===== src/design/arpc_pkg.sv =====
// Shared constants, codes and types of the ARP address cache.
package arpc_pkg;

	localparam int unsigned ENTRIES = 8;
	localparam int unsigned IDX_W   = (ENTRIES > 1) ? $clog2(ENTRIES) : 1;
	localparam int unsigned IP_W    = 32;
	localparam int unsigned MAC_W   = 48;

	localparam logic FUNC_LOOKUP = 1'b0;
	localparam logic FUNC_LEARN  = 1'b1;

	typedef enum logic [1:0] {
		ST_IDLE,
		ST_SCAN,
		ST_WRITE,
		ST_DONE
	} state_t;

	typedef struct packed {
		logic             we;
		logic [IDX_W-1:0] widx;
		logic [IP_W-1:0]  ip;
		logic [MAC_W-1:0] mac;
	} tbl_cmd_t;

	typedef struct packed {
		logic             valid;
		logic             match;
		logic [MAC_W-1:0] mac;
	} tbl_stat_t;

endpackage


===== src/design/arpc_table.sv =====
// Entry storage, valid flags and the shared address comparator.
module arpc_table import arpc_pkg::*; (
	input  logic             clk,
	input  logic             arst_n,
	input  logic [IDX_W-1:0] rd_idx,
	input  tbl_cmd_t         cmd,
	output tbl_stat_t        stat
);

	logic [IP_W-1:0]    ip_mem  [ENTRIES];
	logic [MAC_W-1:0]   mac_mem [ENTRIES];
	logic [ENTRIES-1:0] valid_q;

	always_ff @(posedge clk) begin
		if (cmd.we) begin
			ip_mem[cmd.widx]  <= cmd.ip;
			mac_mem[cmd.widx] <= cmd.mac;
		end
	end

	always_ff @(posedge clk or negedge arst_n) begin
		if (!arst_n) begin
			valid_q <= '0;
		end else if (cmd.we) begin
			valid_q[cmd.widx] <= 1'b1;
		end
	end

	always_comb begin
		stat.valid = valid_q[rd_idx];
		stat.match = valid_q[rd_idx] && (ip_mem[rd_idx] == cmd.ip);
		stat.mac   = mac_mem[rd_idx];
	end

endmodule


===== src/design/arp_address_cache.sv =====
// Top level of the ARP address cache: scan sequencer, replacement pointer, result register.
//
//  channel | dir | tdata                          | tuser
//  s_      | in  | ip_addr[31:0], mac_addr[79:32] | func[0] (0 lookup, 1 learn)
//  m_      | out | mac_out[47:0]                  | hit[0]
//
// An item takes its accept state, one scan step per entry (ENTRIES at most, fewer on
// an early match), the write state and the result state; the scan is serial, since the
// single comparator walks the table. Reset clears the valid flags and the pointer at
// once. A stalled result beat holds the sequencer in its last state.
module arp_address_cache import arpc_pkg::*; (
	input  logic        clk,
	input  logic        arst_n,
	input  logic        s_tvalid,
	output logic        s_tready,
	input  logic [79:0] s_tdata,   // ip_addr[31:0], mac_addr[79:32]
	input  logic [0:0]  s_tuser,   // func[0]
	output logic        m_tvalid,
	input  logic        m_tready,
	output logic [47:0] m_tdata,   // mac_out[47:0]
	output logic [0:0]  m_tuser    // hit[0]
);

	state_t           state_q, state_d;
	logic             func_q;
	logic [IP_W-1:0]  ip_q;
	logic [MAC_W-1:0] mac_q;
	logic [IDX_W-1:0] idx_q;
	logic             found_q;
	logic [IDX_W-1:0] found_idx_q;
	logic [MAC_W-1:0] hit_mac_q;
	logic             free_found_q;
	logic [IDX_W-1:0] free_idx_q;
	logic [IDX_W-1:0] ptr_q;
	logic             idx_last;
	logic             out_free;
	logic             load_out;
	logic             use_ptr;
	tbl_cmd_t         cmd;
	tbl_stat_t        stat;

	arpc_table u_table (
		.clk    (clk),
		.arst_n (arst_n),
		.rd_idx (idx_q),
		.cmd    (cmd),
		.stat   (stat)
	);

	assign idx_last = (idx_q == IDX_W'(ENTRIES - 1));
	assign out_free = !m_tvalid || m_tready;
	assign use_ptr  = !found_q && !free_found_q;

	always_comb begin
		state_d = state_q;
		unique case (state_q)
			ST_IDLE:  if (s_tvalid) state_d = ST_SCAN;
			ST_SCAN:  if (stat.match || idx_last) state_d = ST_WRITE;
			ST_WRITE: state_d = ST_DONE;
			ST_DONE:  if (out_free) state_d = ST_IDLE;
			default:  state_d = ST_IDLE;
		endcase
	end

	always_comb begin
		s_tready = 1'b0;
		load_out = 1'b0;
		cmd.we   = 1'b0;
		cmd.ip   = ip_q;
		cmd.mac  = mac_q;
		cmd.widx = found_idx_q;
		unique case (state_q)
			ST_IDLE:  s_tready = 1'b1;
			ST_SCAN:  ;
			ST_WRITE: begin
				cmd.we = (func_q == FUNC_LEARN);
				priority if (found_q) cmd.widx = found_idx_q;
				else if (free_found_q) cmd.widx = free_idx_q;
				else cmd.widx = ptr_q;
			end
			ST_DONE:  load_out = out_free;
			default:  ;
		endcase
	end

	always_ff @(posedge clk or negedge arst_n) begin
		if (!arst_n) begin
			state_q <= ST_IDLE;
			ptr_q   <= '0;
		end else begin
			state_q <= state_d;
			if (cmd.we && use_ptr) begin
				ptr_q <= (ptr_q == IDX_W'(ENTRIES - 1)) ? '0 : ptr_q + 1'b1;
			end
		end
	end

	always_ff @(posedge clk) begin
		unique case (state_q)
			ST_IDLE: begin
				func_q       <= s_tuser[0];
				ip_q         <= s_tdata[IP_W-1:0];
				mac_q        <= s_tdata[IP_W+MAC_W-1:IP_W];
				idx_q        <= '0;
				found_q      <= 1'b0;
				free_found_q <= 1'b0;
			end
			ST_SCAN: begin
				if (stat.match) begin
					found_q     <= 1'b1;
					found_idx_q <= idx_q;
					hit_mac_q   <= stat.mac;
				end else begin
					if (!stat.valid && !free_found_q) begin
						free_found_q <= 1'b1;
						free_idx_q   <= idx_q;
					end
					if (!idx_last) idx_q <= idx_q + 1'b1;
				end
			end
			ST_WRITE: ;
			ST_DONE:  ;
			default:  ;
		endcase
	end

	always_ff @(posedge clk or negedge arst_n) begin
		if (!arst_n) begin
			m_tvalid <= 1'b0;
		end else if (load_out) begin
			m_tvalid <= 1'b1;
		end else if (m_tready) begin
			m_tvalid <= 1'b0;
		end
	end

	always_ff @(posedge clk) begin
		if (load_out) begin
			m_tuser[0] <= found_q;
			m_tdata    <= (found_q && func_q == FUNC_LOOKUP) ? hit_mac_q : '0;
		end
	end

	a_ptr_hold: assert property (@(posedge clk) disable iff (!arst_n)
		(state_q == ST_WRITE && !(func_q == FUNC_LEARN && use_ptr)) |=> $stable(ptr_q))
		else $error("replacement pointer moved without an overwrite");

	a_result_loaded: assert property (@(posedge clk) disable iff (!arst_n)
		(state_q == ST_DONE && out_free) |=> (m_tvalid && state_q == ST_IDLE))
		else $error("result beat not presented after scan");

	a_miss_zero: assert property (@(posedge clk) disable iff (!arst_n)
		(m_tvalid && !m_tuser[0]) |-> (m_tdata == '0))
		else $error("miss beat carries a non-zero MAC");

	a_scan_bound: assert property (@(posedge clk) disable iff (!arst_n)
		(state_q == ST_SCAN && idx_last) |=> (state_q == ST_WRITE))
		else $error("scan ran past the last entry");

endmodule


===== config.mk =====
export PLATFORM = sky130hd
export DESIGN_NAME = arp_address_cache
export DESIGN_NICKNAME = d
export VERILOG_FILES = /design/src/design/arpc_pkg.sv /design/src/design/arpc_table.sv /design/src/design/arp_address_cache.sv
export SDC_FILE = /design/constraint.sdc
export NUM_CORES = 1
export LEC_CHECK = 0
export BUFFER_PORTS_ARGS = -buffer_cell sky130_fd_sc_hd__buf_2
export CORE_UTILIZATION = 50
export CTS_CLUSTER_DIAMETER = 60
export DETAILED_ROUTE_END_ITERATION = 10
export PLACE_DENSITY = 0.74
export SYNTH_ARGS = -nofsm -noshare
export SYNTH_HDL_FRONTEND = slang
export SYNTH_SLANG_ARGS = --single-unit

===== constraint.sdc =====
create_clock -name clk -period 10.6 [get_ports clk]
set_input_delay 0 -clock clk [delete_from_list [all_inputs] [get_ports clk]]
set_output_delay 0 -clock clk [all_outputs]
set_load 0.05 [all_outputs]

==> results.py <==
metrics = {
    "drt": {
        "vias": 14480,
        "drt_iter0_drc": 1196,
        "route.detailed.drc": 0,
        "wl_per_cell_microns": 23.76,
        "drt.antenna.violating_nets": 0,
        "via_per_inst": 5.611,
        "drtPass1Iterations": 5,
        "wl_mm": 61.32,
    },
    "floorplan": {
        "fp.coreArea_sq_mm": 0.06205,
        "die_h_microns": 253.4,
        "ioPinCount": 136,
        "row_count": 91,
        "chipWidth_microns": 253.4,
        "start_util": 0.5091,
        "dieArea_sq_mm": 0.06419,
    },
    "yosys": {
        "ys_seq_area_frac": 0.8010,
        "synth_edf_count": 829,
        "ys.flop_type": "edfxtp_1",
        "syn_avg_cell_area_sq_um": 22.66,
        "synth_cell_type_count": 51,
        "yosysTopAreaCell": "edfxtp_1",
        "syn_nets": 1487,
        "synthArstFlopShare": 0.01655,
        "netlist_area_sq_mm": 0.03159,
        "ys_seq_elements": 846,
        "syn_inst": 1394,
        "synthTopCellsByArea": "edfxtp_1 79%, mux4_2 9.8%, mux2_2 2.2%, mux2i_1 1.6%, dfrtp_1 1.1%",
        "yosysWarnings": 0,
        "synth_top_area_share": 0.7880,
    },
    "power_and_ir_drop": {
        "switching_share": 0.2874,
        "p_leak_nw": 12.16,
        "power.net_switching_mw": 2.834,
        "clkPwrFrac": 0.296,
        "p_comb_frac": 0.233,
        "powerDensity_mw_per_mm2": 266.9,
        "vdd_drop_max_v": 0.0001887,
        "p_seq_frac": 0.471,
        "intPower_mw": 7.026,
    },
    "grt": {
        "grt_max_degree": 71,
        "grtUsageTotal": 0.1972,
        "grt_pass1_vias": 15290,
        "grt_pass1_wl_mm": 92.99,
        "grt_overflow": 0,
        "antenna_found_initial": 3,
    },
    "timing": {
        "skew_ns": 0.02018,
        "finalCriticalPeriod_ns": 4.627,
        "max_freq_mhz": 216.1,
        "slew_headroom": 0.3006,
        "setup_slack_ns": 5.973,
        "whs_ns": 0.06523,
        "drv_slew": 0,
        "timing_hold_violations_final": 0,
        "rsz0062_at_grt": "no",
        "worst_pin_slew_ns": 1.049,
        "fin_tns_setup_ns": 0,
        "period_share": 0.4366,
        "setup_viol": 0,
    },
    "critical_path": {
        "critPathArrivalTime_ns": 5.14,
        "crit_path_cell_trace": "buf_4, mux4_1, mux2i_1, xor2_1, nor4b_2, nand4_1, o41ai_4, o221ai_2, dlygate4sd3_1, mux2i_1",
        "crit_type": "flip-flop to flip-flop",
        "critPathMaxStageDelay_ns": 0.70,
        "path_max_fanout": 36,
        "crit_path_frequent_cell": "mux2i_1",
        "rrSetupSlack_ns": 5.97,
        "cp.required_ns": 11.11,
        "critPathLaunchType": "flip-flop",
        "r2r_cells": 10,
        "end_kind": "flip-flop",
        "worstReg2RegEnd": "state_q[0]$_DFFE_PN0P_",
        "crit_slowest_cell": "dfxtp_4",
    },
    "clock_network": {
        "post_cts_buffers": 0,
        "clkLatencyLatePin_ns": 0.64,
        "tritoncts": "yes",
        "numCtsBuffers": 82,
        "cts_buffer_depth": 3,
        "cts_root_buf": "clkbuf_16",
        "clkTransAtPathRegs_ns": 0.06,
        "cts.sinks": 846,
        "cts_hold_buf": 86,
        "ctsResizeCount": 0,
        "htree_levels": 3,
    },
    "placement": {
        "place_inst": 2342,
        "dp_hpwl_mm": 32.21,
        "portBuffers": 135,
        "post-place-ws_ns": 6.027,
        "gp_congestion": 0.7793,
    },
    "cells_and_area": {
        "final_cell_mix": "829 x edfxtp_1, 137 x mux4_2, 135 x buf_2, 86 x dlygate4sd3_1, 83 x clkbuf_16",
        "fin_cells": 2581,
        "fin_util": 0.5954,
        "final_common_cell": "edfxtp_1",
        "drive_gt1_frac": 0.2983,
        "syn2layout_area_growth_pct": 16.96,
        "nets": 1768,
    },
    "worst_hold_path": {
        "hold_class": "input pin to flip-flop",
        "holdPathStages": 2,
        "hold_end": "mac_q[38]$_DFFE_PP_",
        "hp-start": "s_tdata[70]",
    },
    "run": {
        "maxCapViolCount": 0,
    },
    "outcome": {
        "status": "finished clean",
    },
}
[critical path: cells and delay by family (launching register included)]
family / cells / cell delay, ns
AO/OA/AOI/OAI: 2 / 0.83
XOR/XNOR: 1 / 0.21
buffers and inverters: 2 / 1.26
flip-flops: 1 / 0.70
multiplexers: 3 / 0.95
AND/OR/NAND/NOR: 2 / 0.52
[routing by layer]
layer	vias to the layer above	global-route usage	part of all wire
met1	7627	0.2703	0.42
met3	100	0.02714	0.050
met4	2	0.06286	0.021
li1	6309	-	-
met5	-	0	0.00013
met2	445	0.3292	0.50
[stage by stage]
stage | power [mW] | cell area, sq um
2_1_floorplan | 6.375 | 31590
3_3_place_gp | 6.925 | 33360
3_5_place_dp | 6.995 | 33360
4_1_cts | 9.951 | 36950
5_1_grt | 10.25 | 36950
6_report | 9.860 | 36950
[cells in the mapped netlist, drive strengths merged (5+ instances only)]
cell type	number
nand2b	6
nand4	5
a21oi	6
nand2	12
buf	30
and2	51
nor4	9
ha	8
or2	10
edfxtp	829
a22oi	5
nand3	7
clkbuf	23
mux2	64
nor3	11
dfrtp	14
inv	14
nor2	23
mux2i	52
a22o	9
mux4	142
xnor2	23
[registers in the layout, indices dropped and copies added, names as in the netlist, named ones only]
register and flops:
found_idx_q 3, free_idx_q 3, func_q 1, u_table.mac_mem 384, ip_q 32, hit_mac_q 48, u_table.ip_mem 256, m_tvalid 1
m_tuser 1, u_table.valid_q 8, state_q 2, ptr_q 3, mac_q 48, free_found_q 1, idx_q 3, found_q 1
m_tdata 48
[final cells by class]
type / instances / area (sq um)
well taps: 837 / 1047
clock inverters: 51 / 564.3
flip-flops and latches: 846 / 25310
fillers: 4295 / 25100
inverters: 14 / 52.55
repair buffers: 250 / 1754
multi-input cells: 481 / 6055
clock buffers: 101 / 2165
diodes: 1 / 2.502
[worst max path at each step]
stage,from,endpoint,slack [ns],cells after the start
after floorplan,state_q[0]$_DFFE_PN0P_,u_table.ip_mem[1][0]$_DFFE_PP_,5.42,7
after global placement,flip-flop,hit_mac_q[12]$_DFFE_PP_,6.07,9
after detailed placement,flip-flop,hit_mac_q[35]$_DFFE_PP_,6.03,9
after CTS,flip-flop,state_q[0]$_DFFE_PN0P_,5.93,10
after global routing,flip-flop,state_q[0]$_DFFE_PN0P_,5.67,10
final,flip-flop,state_q[0]$_DFFE_PN0P_,5.97,10
[power by group through the flow]
stage / combinational [mW] / clock, mW / sequential [mW]
after floorplan: 1.59 / 0 / 4.79
after global routing: 2.46 / 3.09 / 4.69
after detailed placement: 2.28 / 0 / 4.71
final: 2.30 / 2.92 / 4.64
after CTS: 2.33 / 2.97 / 4.65
after global placement: 2.25 / 0 / 4.68
[kinds of logic after synthesis]
kind of cell / synth area share
xor gates and xnor gates: 0.006931
adders and majority gates: 0.003169
DFF: 0.8010
muxes: 0.1412
and+or+nand+nor: 0.02602
AOI/OAI and AO/OA: 0.01168
buffers and inverters: 0.009941
No activity file was read; power rests on OpenSTA's default activity.
